**src/design/crcfr_pkg.sv**
```systemverilog
package crcfr_pkg;

  // Stream payload widths.
  localparam int unsigned RxByteW   = 8;
  localparam int unsigned AddrW     = 16;
  localparam int unsigned PayloadW  = 32;
  localparam int unsigned CrcW      = 16;
  localparam int unsigned ResultW   = 1 + AddrW + PayloadW;
  localparam int unsigned OutTdataW = ((ResultW + 7) / 8) * 8;

  // Configuration port.
  localparam int unsigned CfgIdxW  = 1;
  localparam int unsigned CfgDataW = 8;

  // Body bytes after the two header bytes, and the counter that walks them.
  localparam int unsigned BodyBytes = 8;
  localparam int unsigned BodyIdxW  = $clog2(BodyBytes);

  // CRC-16/Modbus constants.
  localparam logic [CrcW-1:0] CrcInit = 16'hFFFF;
  localparam logic [CrcW-1:0] CrcPoly = 16'hA001;

  // Configuration register indexes.
  typedef enum logic [CfgIdxW-1:0] {
    REG_EXP_DEVICE = 1'b0,
    REG_EXP_FUNC   = 1'b1
  } cfg_reg_e;

  // Frame parser phase.
  typedef enum logic [1:0] {
    PH_HUNT = 2'd0,
    PH_FUNC = 2'd1,
    PH_BODY = 2'd2
  } phase_e;

  // Body byte positions.
  localparam logic [BodyIdxW-1:0] IdxPayloadFirst = 3'd2;
  localparam logic [BodyIdxW-1:0] IdxCrcFirst     = 3'd6;
  localparam logic [BodyIdxW-1:0] IdxLast         = 3'd7;

  // One result transaction.
  typedef struct packed {
    logic [PayloadW-1:0] payload;
    logic [AddrW-1:0]    register_address;
    logic                crc_ok;
  } result_t;

  // Byte-wide reflected CRC update, eight shift steps unrolled.
  function automatic logic [CrcW-1:0] crc_byte(input logic [CrcW-1:0] crc,
                                               input logic [RxByteW-1:0] b);
    logic [CrcW-1:0] c;
    c = crc ^ {8'h00, b};
    for (int i = 0; i < 8; i++) begin
      if (c[0]) begin
        c = (c >> 1) ^ CrcPoly;
      end else begin
        c = c >> 1;
      end
    end
    return c;
  endfunction

endpackage

```
**src/design/crc_frame_receiver_top.sv**
```systemverilog
// Channel  | Direction | Payload (low bit first)
// ---------+-----------+----------------------------------------------------
// s_axis   | in        | tdata[7:0] rx_byte
// m_axis   | out       | tdata[0] crc_ok, [16:1] register_address,
//          |           |   [48:17] payload, [55:49] zero
// cfg      | in        | cfg_index_i 0 expected_device, 1 expected_func
//
// One byte is taken in every cycle unless the tenth is held off (below); the
// CRC update and field capture happen in the cycle of the transaction, and a
// result is shown from the output register the cycle after the tenth byte.
// Reset (rst_ni low, asynchronous) returns the parser to hunting and
// clears both configuration registers and the output valid.
// While a result waits on m_axis, bytes keep being taken; only the tenth
// byte of the next frame is held off until the output register is free.
module crc_frame_receiver_top (
  input  logic                            clk_i,
  input  logic                            rst_ni,
  // Received byte stream.
  input  logic                            s_axis_tvalid,
  output logic                            s_axis_tready,
  input  logic [crcfr_pkg::RxByteW-1:0]   s_axis_tdata,   // [7:0] rx_byte
  // Result stream.
  output logic                            m_axis_tvalid,
  input  logic                            m_axis_tready,
  // [0] crc_ok, [16:1] register_address, [48:17] payload, rest zero
  output logic [crcfr_pkg::OutTdataW-1:0] m_axis_tdata,
  // Configuration write port.
  input  logic                            cfg_we_i,
  input  logic [crcfr_pkg::CfgIdxW-1:0]   cfg_index_i,
  input  logic [crcfr_pkg::CfgDataW-1:0]  cfg_wdata_i
);
  import crcfr_pkg::*;

  // Configuration registers.
  logic [CfgDataW-1:0] exp_device_q;
  logic [CfgDataW-1:0] exp_func_q;

  // Parser state.
  phase_e              phase_q, phase_d;
  logic [BodyIdxW-1:0] idx_q, idx_d;
  logic [CrcW-1:0]     crc_q, crc_d;
  logic [AddrW-1:0]    addr_q, addr_d;
  logic [PayloadW-1:0] pay_q, pay_d;
  logic [CrcW-1:0]     chk_q, chk_d;

  // Output register.
  logic    out_valid_q, out_valid_d;
  result_t out_q, out_d;

  logic    s_accept;
  logic    at_last;
  logic    emit;
  logic    crc_match;
  logic [CrcW-1:0] rx_chk;

  // The last body byte is the only one that needs room at the output.
  assign at_last       = (phase_q == PH_BODY) && (idx_q == IdxLast);
  assign s_axis_tready = !(at_last && out_valid_q && !m_axis_tready);
  assign s_accept      = s_axis_tvalid && s_axis_tready;
  assign emit          = s_accept && at_last;

  // Received checksum after the final byte, big-endian.
  assign rx_chk    = {chk_q[7:0], s_axis_tdata};
  assign crc_match = (rx_chk == crc_q);

  // Configuration writes.
  always_ff @(posedge clk_i or negedge rst_ni) begin
    if (!rst_ni) begin
      exp_device_q <= '0;
      exp_func_q   <= '0;
    end else if (cfg_we_i) begin
      case (cfg_reg_e'(cfg_index_i))
        REG_EXP_DEVICE: exp_device_q <= cfg_wdata_i;
        REG_EXP_FUNC:   exp_func_q   <= cfg_wdata_i;
        default: ;
      endcase
    end
  end

  // Next state of the parser and the output register.
  always_comb begin
    phase_d     = phase_q;
    idx_d       = idx_q;
    crc_d       = crc_q;
    addr_d      = addr_q;
    pay_d       = pay_q;
    chk_d       = chk_q;
    out_d       = out_q;
    out_valid_d = out_valid_q;

    // The consumer drains the output register.
    if (m_axis_tready) begin
      out_valid_d = 1'b0;
    end

    if (s_accept) begin
      case (phase_q)
        PH_FUNC: begin
          if (s_axis_tdata == exp_func_q) begin
            crc_d   = crc_byte(crc_q, s_axis_tdata);
            idx_d   = '0;
            phase_d = PH_BODY;
          end else begin
            phase_d = PH_HUNT;
          end
        end
        PH_BODY: begin
          // Route the byte into its field's shift register.
          if (idx_q < IdxPayloadFirst) begin
            addr_d = {addr_q[AddrW-RxByteW-1:0], s_axis_tdata};
          end else if (idx_q < IdxCrcFirst) begin
            pay_d = {pay_q[PayloadW-RxByteW-1:0], s_axis_tdata};
          end else begin
            chk_d = rx_chk;
          end
          if (idx_q < IdxCrcFirst) begin
            crc_d = crc_byte(crc_q, s_axis_tdata);
          end
          if (idx_q == IdxLast) begin
            out_valid_d          = 1'b1;
            out_d.crc_ok         = crc_match;
            out_d.register_address = crc_match ? addr_q : '0;
            out_d.payload        = crc_match ? pay_q : '0;
            phase_d              = PH_HUNT;
            idx_d                = '0;
            crc_d                = CrcInit;
          end else begin
            idx_d = idx_q + 1'b1;
          end
        end
        default: begin
          // Hunting for the device byte; the unused code behaves the same.
          if (s_axis_tdata == exp_device_q) begin
            crc_d   = crc_byte(CrcInit, s_axis_tdata);
            phase_d = PH_FUNC;
          end else begin
            phase_d = PH_HUNT;
          end
        end
      endcase
    end
  end

  // Control state.
  always_ff @(posedge clk_i or negedge rst_ni) begin
    if (!rst_ni) begin
      phase_q     <= PH_HUNT;
      idx_q       <= '0;
      crc_q       <= CrcInit;
      out_valid_q <= 1'b0;
    end else begin
      phase_q     <= phase_d;
      idx_q       <= idx_d;
      crc_q       <= crc_d;
      out_valid_q <= out_valid_d;
    end
  end

  // Field shift registers and result payload.
  always_ff @(posedge clk_i) begin
    addr_q <= addr_d;
    pay_q  <= pay_d;
    chk_q  <= chk_d;
    out_q  <= out_d;
  end

  assign m_axis_tvalid = out_valid_q;
  assign m_axis_tdata  = {{(OutTdataW - ResultW){1'b0}}, out_q};

  // The body counter only moves while collecting the body.
  assert property (@(posedge clk_i) disable iff (!rst_ni)
    (idx_q != '0) |-> (phase_q == PH_BODY))
    else $error("body index nonzero outside body phase");

  // A completed frame always lands in the output register.
  assert property (@(posedge clk_i) disable iff (!rst_ni)
    emit |=> m_axis_tvalid)
    else $error("completed frame produced no result");

  // A frame is never completed on top of an undelivered result.
  assert property (@(posedge clk_i) disable iff (!rst_ni)
    emit |-> (!out_valid_q || m_axis_tready))
    else $error("result overwritten before transaction");

  // A failed check carries zeroed fields.
  assert property (@(posedge clk_i) disable iff (!rst_ni)
    (m_axis_tvalid && !out_q.crc_ok) |->
      (out_q.register_address == '0 && out_q.payload == '0))
    else $error("failed frame carries nonzero fields");

endmodule

```
**config.mk**
```make
export PLATFORM = sky130hd
export DESIGN_NAME = crc_frame_receiver_top
export DESIGN_NICKNAME = d
export VERILOG_FILES = /design/src/design/crcfr_pkg.sv /design/src/design/crc_frame_receiver_top.sv
export SDC_FILE = /design/constraint.sdc
export NUM_CORES = 1
export LEC_CHECK = 0
export CAP_MARGIN = 20
export CORE_UTILIZATION = 43
export DETAILED_ROUTE_END_ITERATION = 16
export DONT_BUFFER_PORTS = 1
export GPL_TIMING_DRIVEN = 0
export HOLD_SLACK_MARGIN = 0.03
export MAX_ROUTING_LAYER = met4
export SLEW_MARGIN = 5
export SYNTH_ARGS = -nofsm -noshare
export SYNTH_HDL_FRONTEND = slang
export SYNTH_SLANG_ARGS = --single-unit
```
**constraint.sdc**
```tcl
create_clock -name clk_i -period 5.74 [get_ports clk_i]
set_input_delay 1.148 -clock clk_i [delete_from_list [all_inputs] [get_ports clk_i]]
set_output_delay 1.148 -clock clk_i [all_outputs]
set_load 0.02 [all_outputs]
```
# == After elaboration in Yosys (flattened, before gate mapping) ==
# Index checks and enable logic that the tools add are counted.
# word_totals
ff_bits,143
latchBits,0
ram_bits,0
rom_bits,0
elab_cells,172
n_memories,0
# classes
n_addsub,1
multipliers,0
div,0
magnitude_cmp,2
eq_ne,9
shift,0
mux,102
n_bitwise,28
n_reduce_logical,18
# ops
cell,count
16-bit 2-to-1 mux,90
2-bit inverter with 3-bit output,23
16-bit one-hot mux with 2 select lines,1
16-bit equality test,1
8-bit equality test,2
8-bit inverter with 16-bit output,1
16-bit by 8-bit XOR with 16-bit output,1
4-bit AND reduction,3
3-bit AND reduction,3
3-bit 2-to-1 mux,2
3-bit one-hot mux with 2 select lines,1
2-bit AND reduction,3
1-bit 2-to-1 mux,5
1-bit logical AND,4
2-bit 2-to-1 mux,2
2-bit one-hot mux with 2 select lines,1
"3-bit by 1-bit adder with 3-bit output, second input constant",1
"3-bit equality test, second input constant",1
"3-bit by 2-bit less-than comparator with 1-bit output, second input constant",1
"3-bit less-than comparator, second input constant",1
"3-bit by 1-bit inequality test with 1-bit output, second input constant",1
1-bit inverter,3
3-bit nonzero test,1
"2-bit by 1-bit equality test with 1-bit output, second input constant",1
6 further kinds,7

# == Longest topological paths before layout ==
# Gate-level depths: netlist of run 1.
# depth
ltp_word,42
mapped_depth,10
depth_no_buf,7

# == Worst setup path after synthesis of run 1 ==
# Ideal clock, no wire load.
# synth_timing
kind,in2reg
startpoint,input port m_axis_tready
endpoint,"register out_q, in the netlist m_axis_tdata[0], enable pin"
arrival_time_ns,3.565
required_time_ns,5.284
slack_ns,1.719
path_stages,3
path_cell_list,nand4b_1 nand2_1 nor2_1
# synth_between
elab_chain_cells,5
# synth_lines
item,line,rtl
start: declaration,crc_frame_receiver_top.sv:24,"input logic m_axis_tready,"
1-bit zero test,crc_frame_receiver_top.sv:58,assign s_axis_tready = !(at_last && out_valid_q && !m_axis_tready);
1-bit logical AND,crc_frame_receiver_top.sv:58,
1-bit zero test,crc_frame_receiver_top.sv:58,
1-bit logical AND,crc_frame_receiver_top.sv:59,assign s_accept = s_axis_tvalid && s_axis_tready;
3-bit AND reduction (no line),--,
end signal: assignment,crc_frame_receiver_top.sv:164,out_q <= out_d;
end: declaration,crc_frame_receiver_top.sv:48,"result_t out_q, out_d;"
# Every way passes these cells.
# A chain may end at the register's enable or synchronous reset.

# == Final worst setup path of run 1 ==
# layout_timing
startpoint,input port s_axis_tdata[7] in the netlist's numbering
endpoint,"register out_q, in the netlist m_axis_tdata[2] (data pin)"
# layout_between
elab_chain_cells,1
# layout_lines
item,line,rtl
start: declaration,crc_frame_receiver_top.sv:21,"input logic [crcfr_pkg::RxByteW-1:0] s_axis_tdata,"
16-bit equality test,crc_frame_receiver_top.sv:64,assign crc_match = (rx_chk == crc_q);
# Every way passes these cells.

==> results.py, run 1 <==
metrics = {
    "worst_setup_path": {
        "worst_path_max_delay_cell": "clkbuf_1",
        "crit_chain": "buf_2 > xnor2_1 > ha_1 > nand4_1 > nor4_1 > nand4_1 > nor3_2 > clkbuf_1 > clkbuf_1 > and2_1",
        "required_ps": 6020,
        "cp_slowest_stage_delay_ps": 380,
        "cp-start-kind": "primary input",
        "critPathTopFamily": "simple AND/OR/NAND/NOR gates",
        "crit_fanout": 10,
        "endpoint_kind": "flop",
        "cp.arrival_ps": 3600,
        "path_class": "primary input to flop",
        "path_buf_inv": 3,
    },
    "yosys": {
        "synthFlopType": "edfxtp_1",
        "yosysTopAreaCell": "edfxtp_1",
        "synth.most_common_cell": "edfxtp_1",
        "postSynthCellCount": 410,
        "synth_edf_count": 105,
        "yosys_warnings": 0,
        "async_flop_share_pct": 26.6,
        "ys_ff_latch": 143,
        "seq_area_frac_synth_pct": 66.8,
        "syn_avg_cell_area_sq_um": 15.1,
        "yosys-top-cells-area": "edfxtp_1, dfrtp_1, dfstp_2",
        "netlist-cell-type-count": 49,
        "synth_area_sq_mm": 0.00617,
        "synth_top_area_share_pct": 51.1,
        "synthTopCellsByCount": "edfxtp_1, and2_1, xnor2_1",
    },
    "floorplan": {
        "die_x_microns": 122,
        "pin_count": 80,
        "die_area_sq_mm": 0.0148,
        "initial_core_util_pct": 44.3,
        "fp.dieH_microns": 122,
        "core_area_sq_mm": 0.0139,
        "rows": 43,
    },
    "global_route": {
        "antenna_found_initial": 0,
        "grt_usage_pct": 17.3,
        "grt_pass1_vias": 3233,
        "grt_start_max_net_pins": 39,
        "grt_pass1_wl_microns": 18100,
        "grt-ovfl-total": 0,
    },
    "power_and_ir_drop": {
        "irDropWorstVdd_mv": 0.355,
        "leakagePower_nw": 2.55,
        "power_mw": 2.76,
        "power_density_mw_per_mm2": 394,
    },
    "timing": {
        "period_minus_slack_ps": 3320,
        "worst_slew_pin_slew_ps": 888,
        "clock_skew_ps": 5.66,
        "final.setup.tns_ps": 0,
        "hold_viol_final": 0,
        "slew_viol_final": 0,
        "setup-violations-final": 0,
        "relSlewSlack_pct": 40.7,
        "rsz0062_at_grt": "no",
        "fmax_ghz": 0.301,
        "fin_crit_sh_pct": 57.9,
    },
    "job": {
        "cap_violations": 0,
    },
    "route": {
        "drtPass1Iterations": 4,
        "drtIter0Drc": 144,
        "met1_length_microns": 4980,
        "dr_total_vias": 3122,
        "met3_wirelength_microns": 556,
        "wl_per_cell_microns": 17.9,
        "viasPerCell": 4.96,
        "wl_met2_microns": 5610,
        "drc_errors": 0,
        "top_layer_used": "met4",
        "ant_nets": 0,
        "wirelength_microns": 11300,
    },
    "worst_hold_path": {
        "hold_path.class": "primary input to async pin",
    },
    "clock_tree": {
        "cts_buffers": 17,
        "cts_tree": "yes",
        "cts_root_buffer": "clkbuf_16",
        "path_clk_slew_ps": 60,
        "cts_setup_buffers": 0,
        "clock_path_buffers": 2,
        "h-tree-depth": 4,
        "cts_sinks": 143,
        "holdBufCountCts": 0,
        "cts_resized": 0,
        "clkLatencyLatePin_ps": 410,
    },
    "final_layout": {
        "final.fill_count": 1179,
        "n_antenna_cell": 0,
        "post-route-util_pct": 50.4,
        "syn2layout_area_growth_pct": 13.7,
        "drive_above_1_share_pct": 23.1,
        "nNetsFinal": 467,
    },
    "placed_design": {
        "dp_hpwl_microns": 7970,
        "port_buffers": 0,
        "place_congestion": 0.800,
    },
    "status": {
        "status": "completed",
    },
}
[registers in the layout, summed over array words and instances, names as in the netlist]
signal,cells
crc_q,16
exp_func_q,8
idx_q,3
addr_q,16
m_axis_tdata,49
pay_q,32
chk_q,8
m_axis_tvalid,1
phase_q,2
exp_device_q,8
[stage by stage]
step | cells | instance area (sq um) | hold WS, ps | worst slack, ps
finish | 630 | 7020 | 426 | 2420
global route | 630 | 7020 | 405 | 2140
CTS | 630 | 7020 | 404 | 2380
detailed placement | 598 | 6480 | 424 | 1970
global placement | 596 | 6420 | 420 | 862
floorplan | 416 | 6200 | 417 | 1720
[final cells by class]
class,count,area (sq um),area share (%)
clock inverters,15,111,1.59
repair buffers,2,38.8,0.553
well taps,180,225,3.21
inverters,8,30.0,0.428
plain buffers,29,170,2.43
clock buffers,17,425,6.06
multi-input cells,236,1890,27.0
flip-flops and latches,143,4120,58.8
[worst paths after layout]
| kind | start | end | slack [ps] | cells past startpoint |
|---|---|---|---|---|
| hold reg to reg | pay_q[6]$_DFFE_PP_ | pay_q[14]$_DFFE_PP_ | 440 | 0 |
| setup reg to reg | idx_q[1]$_DFFE_PN0P_ | pay_q[30]$_DFFE_PP_ | 2890 | 7 |
| min in group clk_i | pay_q[6]$_DFFE_PP_ | pay_q[14]$_DFFE_PP_ | 440 | 0 |
| max in group asynchronous | rst_ni | crc_q[8]$_DFFE_PN1P_ | 5140 | 0 |
| hold / removal | rst_ni | exp_device_q[3]$_DFFE_PN0P_ | 430 | 0 |
| setup / recovery | s_axis_tdata[7] | m_axis_tdata[2]$_SDFFCE_PN0P_ | 2420 | 10 |
[where the power goes]
part | total, mW | internal [mW] | switching (mW)
clock network | 0.985 | 0.556 | 0.429
logic | 0.508 | 0.306 | 0.202
registers | 1.27 | 1.20 | 0.0706
total | 2.76 | 2.06 | 0.701
[metal layers]
metal	track usage (%)	vias to the layer above
met3	5.29	11
met1	20.9	1536
met2	27.4	81
li1	-	1494
met4	6.40	0
met5	-	-
[layout by cell type (no fill, tap or decap), drive strengths merged, types with 5 or more instances in the layout]
cell type,Yosys,final
edfxtp,105,105
and2,50,50
xnor2,39,39
mux2,28,28
clkbuf,11,28
nand2,22,22
dfrtp,22,22
buf,18,20
dfstp,16,16
inv,8,13
o21ai,12,12
xor2,11,11
clkinv,0,9
ha,8,8
nor2,8,8
nand4,7,7
conb,1,7
o211ai,5,5
xnor3,5,5
[logic make-up (layout without fill, tap and decap cells)]
group / Yosys count / count (layout) / synth area share (%)
flip-flops: 143 / 143 / 66.8
other: 1 / 7 / 0.0607
AND/OR/NAND/NOR: 101 / 101 / 9.08
XOR/XNOR: 56 / 56 / 9.75
AO/OA/AOI/OAI: 33 / 33 / 3.61
multiplexers: 31 / 31 / 5.84
buffers and inverters: 37 / 71 / 3.24
adder cells (fa/ha/maj): 8 / 8 / 1.62
[worst register-to-register path, delay by kind of cell (launching register included)]
family | cells | cell delay (ps)
flip-flops | 1 | 450
buffers and inverters | 1 | 180
adder cells (fa/ha/maj) | 2 | 480
AND/OR/NAND/NOR | 4 | 1360
(Power assumes the default switching activity.)
==> run 2, diff against run 1 <==
==> constraint.sdc (replaced) <==
create_clock -name clk_i -period 3.3 [get_ports clk_i]
set_input_delay 0.66 -clock clk_i [delete_from_list [all_inputs] [get_ports clk_i]]
set_output_delay 0.66 -clock clk_i [all_outputs]
set_load 0.02 [all_outputs]
==> results.py, run 2 (synthesis gave the netlist of run 1 again) <==
metrics = {
    "job": {
        "cap_violations": 0,
    },
    "timing": {
        "worst_slew_pin_slew_ps": 671,
        "fmax_ghz": 0.348,
        "clock_skew_ps": 11.9,
        "fin_crit_sh_pct": 87.0,
        "final.setup.worst_slack_ps": 430,
        "setup-violations-final": 0,
        "hold_viol_final": 0,
        "rsz0062_at_grt": "no",
        "slew_viol_final": 0,
        "relSlewSlack_pct": 55.1,
        "period_minus_slack_ps": 2870,
        "worst_hold_slack_ps": 86.8,
    },
    "final_layout": {
        "nNetsFinal": 470,
        "largest_reg_flops": 49,
        "final_cell_mix": "edfxtp_1, and2_1, xnor2_1",
        "multi_input_area_sq_mm": 0.00189,
        "n_antenna_cell": 0,
        "syn2layout_area_growth_pct": 14.2,
        "final-seq-area_sq_mm": 0.00412,
        "final_common_cell": "edfxtp_1",
        "final.fill_count": 1192,
        "drive_above_1_share_pct": 23.5,
    },
    "worst_setup_path": {
        "crit_chain": "buf_2 > xnor2_1 > ha_1 > nand4_1 > nor4_1 > nand4_1 > nor3_2 > clkbuf_1 > clkbuf_1 > and2_1",
        "worst-path-stages": 10,
        "crit-reg2reg-capture": "m_axis_tdata[1]$_SDFFCE_PN0P_",
        "reg2reg_depth": 9,
        "cp-start-kind": "primary input",
        "cp.arrival_ps": 3140,
        "critPathTopFamily": "simple AND/OR/NAND/NOR gates",
        "worst_path_max_delay_cell": "clkbuf_1",
        "path_class": "primary input to flop",
        "endpoint_kind": "flop",
        "crit_start": "s_axis_tdata[7]",
        "rr_startpoint": "crc_q[7]$_DFFE_PN1P_",
        "path_buf_inv": 3,
        "cp_slowest_stage_delay_ps": 360,
        "rrSetupSlack_ps": 450,
        "required_ps": 3570,
        "cp-endpoint": "m_axis_tdata[1]$_SDFFCE_PN0P_",
        "crit_fanout": 10,
    },
    "global_route": {
        "grt-ovfl-total": 0,
        "grt_pass1_vias": 3323,
        "antenna_found_initial": 0,
        "grt_usage_pct": 17.3,
        "grt_start_max_net_pins": 36,
        "grt_pass1_wl_microns": 18100,
    },
    "clock_tree": {
        "cts_resized": 0,
        "h-tree-depth": 4,
        "clkLatencyLatePin_ps": 410,
        "cts_tree": "yes",
        "clock_path_buffers": 2,
        "path_clk_slew_ps": 60,
        "cts_sinks": 143,
        "cts_buffers": 17,
        "cts_root_buffer": "clkbuf_16",
    },
    "floorplan": {
        "core_area_sq_mm": 0.0139,
        "pin_count": 80,
        "initial_core_util_pct": 44.3,
        "die_x_microns": 122,
        "die_area_sq_mm": 0.0148,
        "fp.dieH_microns": 122,
        "rows": 43,
    },
    "route": {
        "drc_errors": 0,
        "ant_nets": 0,
        "wl_per_cell_microns": 18.0,
        "drtIter0Drc": 214,
        "dr_total_vias": 3137,
        "viasPerCell": 4.96,
        "drtPass1Iterations": 4,
        "wirelength_microns": 11400,
    },
    "placed_design": {
        "dp_hpwl_microns": 8000,
        "place_congestion": 0.818,
        "port_buffers": 0,
        "dp_slack_ps": 4.26,
    },
    "worst_hold_path": {
        "hold_path.class": "primary input to async pin",
    },
    "power_and_ir_drop": {
        "leakagePower_nw": 2.56,
        "power_mw": 4.86,
        "power_density_mw_per_mm2": 689,
        "irDropWorstVdd_mv": 0.708,
    },
    "status": {
        "status": "completed",
    },
}
==> run 2: cell count changes in the layout (fill, tap and decap cells not counted), sizes merged <==
| cell | delta |
|---|---|
| buf | +2 |
| inv | +1 |
| dlygate4sd3 | +1 |
| clkinv | -5 |
| clkinvlp | +3 |
==> run 2: metrics by stage <==
step	TNS (ps)	util (%)	area [sq um]	std cells
2_1_floorplan	0	-	6200	416
5_1_grt	0	50.6	7050	632
6_report	0	50.6	7050	632
4_1_cts	0	50.5	7040	631
3_5_place_dp	0	46.6	6490	599
3_3_place_gp	-39720	46.1	6420	596
==> run 2: layout make-up <==
class	count	share of cell area (%)
inverter	8	0.426
timing repair buffer	5	1.08
clock inverter	14	1.53
tap	180	3.19
multi-input combinational	236	26.8
sequential	143	58.5
clock buffer	17	6.03
buffer	29	2.41
==> run 2: where the power goes <==
group          internal, mW  switching [mW]
Sequential             2.09           0.122
Combinational         0.538           0.387
Clock                 0.968           0.755
Total                  3.59            1.26
==> run 2: what timing repair did <==
| action | 4_1_cts | 5_1_grt |
|---|---|---|
| hold buffers | 1 | 0 |
| buffers inserted | 0 | 0 |
| endpoints found under the setup margin | 0 | 0 |
| endpoints found under the hold margin | 22 | 0 |
==> run 2: worst min-delay path by stage <==
| stage | end | depth (start not counted) | slack [ps] |
|---|---|---|---|
| after floorplan | exp_device_q[0]$_DFFE_PN0P_ | 0 | 360 |
| after global placement | exp_device_q[3]$_DFFE_PN0P_ | 0 | 370 |
| after detailed placement | exp_device_q[3]$_DFFE_PN0P_ | 0 | 370 |
| after CTS | crc_q[5]$_DFFE_PN1P_ | 0 | 70 |
| after global routing | crc_q[13]$_DFFE_PN1P_ | 0 | 60 |
| final | crc_q[5]$_DFFE_PN1P_ | 0 | 90 |
==> run 2: worst reg2reg max path, cell delays in order, from the launching register on <==
cell and delay (ps):
dfstp_2 530, xnor2_1 200, ha_1 240, nand4_1 140, nor4_1 320, nand4_1 160, nor3_2 230, clkbuf_1 340
clkbuf_1 360, and2_1 200
==> run 2: routing by layer <==
metal | part of all wire [%] | global-route usage [%] | routed length (microns) | vias up
li1 | - | - | - | 1507
met1 | 43 | 20.0 | 4940 | 1542
met2 | 51 | 28.2 | 5740 | 80
met3 | 4.9 | 5.29 | 560 | 8
met4 | 1.1 | 6.48 | 124 | 0
met5 | 0 | - | 0 | -
==> run 3, diff against run 2 <==
--- a/config.mk
+++ b/config.mk
@@ -5,7 +5,9 @@
 export SDC_FILE = /design/constraint.sdc
 export NUM_CORES = 1
 export LEC_CHECK = 0
+export ABC_AREA = 1
 export CAP_MARGIN = 20
+export CORE_ASPECT_RATIO = 0.6
 export CORE_UTILIZATION = 43
 export DETAILED_ROUTE_END_ITERATION = 16
 export DONT_BUFFER_PORTS = 1
==> results.py, run 3 <==
metrics = {
    "worst_setup_path": {
        "cp.arrival_ps": 3190,
        "crit_top_cell": "nand2_1",
        "endpoint_kind": "flop",
        "required_ps": 3420,
        "crit_fanout": 10,
        "crit_chain": "ha_1 > ha_1 > nand2_1 > inv_1 > nand2_1 > nand2_1 > inv_1 > nand2_1 > nor3_2 > buf_4",
        "reg2reg_depth": 10,
        "path_class": "flop to flop",
        "cp_slowest_stage_delay_ps": 620,
        "cp-start-kind": "flop",
        "worst_path_max_delay_cell": "nor3_2",
    },
    "timing": {
        "worst_slew_pin_slew_ps": 773,
        "setup-violations-final": 0,
        "slew_viol_final": 0,
        "period_minus_slack_ps": 3070,
        "hold_viol_final": 0,
        "worst_hold_slack_ps": 70.7,
        "fin_crit_sh_pct": 93.0,
        "clock_skew_ps": 19.7,
        "fmax_ghz": 0.326,
        "final.setup.tns_ps": 0,
        "rsz0062_at_grt": "no",
        "relSlewSlack_pct": 48.2,
    },
    "clock_tree": {
        "cts_resized": 0,
        "clkLatencyLatePin_ps": 430,
        "cts_root_buffer": "clkbuf_16",
        "cts_buffers": 17,
        "clock_path_buffers": 2,
        "h-tree-depth": 4,
        "path_clk_slew_ps": 70,
        "cts_tree": "yes",
        "cts_sinks": 143,
    },
    "yosys": {
        "postSynthCellCount": 570,
        "synth_area_sq_mm": 0.00627,
        "synthTopCellsByCount": "nand2_1, edfxtp_1, inv_1",
        "ys_ff_latch": 143,
        "yosys_warnings": 0,
        "synth_top_area_share_pct": 50.3,
        "synth.area.mux_share_pct": 0,
        "synth_edf_count": 105,
        "seq_area_frac_synth_pct": 65.8,
        "yosys-top-cells-area": "edfxtp_1, dfrtp_1, dfstp_2",
        "synth_compound_area_share_pct": 4.93,
        "synth.most_common_cell": "nand2_1",
        "syn_avg_cell_area_sq_um": 11.0,
        "synth_fa_ha_area_share_pct": 1.60,
        "async_flop_share_pct": 26.6,
        "synth_top_family_by_area": "simple AND/OR/NAND/NOR gates",
        "netlist-cell-type-count": 32,
        "yosysTopAreaCell": "edfxtp_1",
        "synthXorXnorAreaFrac_pct": 5.59,
        "synthFlopType": "edfxtp_1",
        "synth-simple-area-share_pct": 13.8,
    },
    "route": {
        "drtIter0Drc": 273,
        "wl_per_cell_microns": 16.0,
        "dr_total_vias": 3900,
        "drc_errors": 0,
        "drtPass1Iterations": 5,
        "wirelength_microns": 13000,
        "ant_nets": 0,
        "viasPerCell": 4.81,
    },
    "power_and_ir_drop": {
        "leakagePower_nw": 3.18,
        "irDropWorstVdd_mv": 0.342,
        "power_mw": 4.74,
        "power_density_mw_per_mm2": 653,
    },
    "floorplan": {
        "die_area_sq_mm": 0.0151,
        "pin_count": 80,
        "fp.dieH_microns": 95.5,
        "initial_core_util_pct": 45.0,
        "die_x_microns": 158,
        "rows": 33,
        "core_area_sq_mm": 0.0139,
    },
    "final_layout": {
        "final.fill_count": 1239,
        "multi_input_area_sq_mm": 0.00166,
        "design_area_sq_mm": 0.00727,
        "nNetsFinal": 635,
        "final-seq-area_sq_mm": 0.00412,
        "final_cell_mix": "nand2_1, edfxtp_1, inv_1",
        "n_antenna_cell": 0,
        "largest_reg_flops": 49,
        "final_common_cell": "nand2_1",
        "drive_above_1_share_pct": 14.4,
        "syn2layout_area_growth_pct": 16.0,
    },
    "placed_design": {
        "placed_cell_area_sq_mm": 0.00660,
        "place_congestion": 0.900,
        "dp_hpwl_microns": 9280,
        "port_buffers": 0,
    },
    "status": {
        "status": "completed",
    },
    "worst_hold_path": {
        "hold_path.class": "primary input to async pin",
    },
    "global_route": {
        "grt-ovfl-total": 0,
        "antenna_found_initial": 0,
        "grt_start_max_net_pins": 28,
        "grt_pass1_vias": 3780,
        "grt_usage_pct": 19.2,
        "grt_pass1_wl_microns": 20300,
    },
    "job": {
        "cap_violations": 0,
    },
}
==> run 3: cell types whose count changed after synthesis, moves of 4 or more <==
| cell | previous run | this run |
|---|---|---|
| buf_2 | 6 | 2 |
| mux2_2 | 23 | 0 |
| nand4_1 | 7 | 3 |
| and2_1 | 50 | 1 |
| o21ai_0 | 9 | 41 |
| xnor3_1 | 4 | 0 |
| mux2_4 | 4 | 0 |
| nand2_1 | 22 | 111 |
| buf_6 | 2 | 9 |
| xnor2_1 | 37 | 31 |
| nor2_1 | 8 | 71 |
| nand3_1 | 2 | 16 |
| inv_1 | 8 | 81 |
| o211ai_1 | 5 | 0 |
==> run 3: layer usage <==
metal | global-route usage, % | vias to the layer above | share of wire, % | wire, microns
met3 | 6.73 | 8 | 7.9 | 1020
met1 | 27.2 | 1860 | 50 | 6470
met2 | 25.9 | 132 | 41 | 5360
li1 | - | 1900 | - | -
met5 | - | - | 0 | 0
met4 | 5.18 | 0 | 0.77 | 100
==> run 3: area by class of cell <==
cell class	count	share of cell area, %
buffer	26	2.82
clock buffer	17	5.86
clock inverter	15	2.34
inverter	83	4.29
multi-input combinational	324	22.9
sequential	143	56.8
tap	192	3.31
timing repair buffer	10	1.72
==> run 3: kinds of logic (layout without fill, tap and decap cells) <==
| group | Yosys count | in the layout |
|---|---|---|
| simple gates | 211 | 211 |
| flops | 143 | 143 |
| buf+inv | 109 | 151 |
| compound gates | 58 | 58 |
| xor+xnor | 40 | 40 |
| fa+ha+maj | 8 | 8 |
| other cells | 1 | 7 |
==> run 3: where the power goes <==
part | switching (mW) | internal, mW
Combinational | 0.384 | 0.271
Clock | 0.828 | 1.08
Sequential | 0.101 | 2.08
==> run 3: worst max-delay path, delay by kind of cell, from the launching register on <==
kind                       cells  cell delay [ps]
adders and majority gates      2              390
and+or+nand+nor                5             1330
buffers and inverters          3              610
DFF                            1              440
==> run 3: timing repair <==
item | CTS | global route
buffers inserted | 0 | 5
setup endpoints to repair | 0 | 18
hold buffers | 1 | 0
endpoints found under the hold margin | 22 | 0
==> run 3: per-stage QoR <==
step,std cells,setup WS [ps],util (%)
after CTS,804,147,51.7
after global routing,810,50.0,52.2
after detailed placement,771,173,47.4
after floorplan,576,172,-
final,810,232,52.2
after global placement,768,-737,47.0
==> run 3: path summary, 6_finish.rpt <==
path | start | endpoint | slack [ps]
max in group asynchronous | rst_ni | phase_q[1]$_DFFE_PN0P_ | 2260
min in group clk_i | s_axis_tdata[5] | pay_q[5]$_DFFE_PP_ | 330
hold reg to reg | pay_q[8]$_DFFE_PP_ | pay_q[16]$_DFFE_PP_ | 450
setup reg to reg | idx_q[1]$_DFFE_PN0P_ | addr_q[6]$_DFFE_PP_ | 230
setup / recovery | idx_q[1]$_DFFE_PN0P_ | addr_q[6]$_DFFE_PP_ | 230
hold / removal | rst_ni | crc_q[5]$_DFFE_PN1P_ | 70
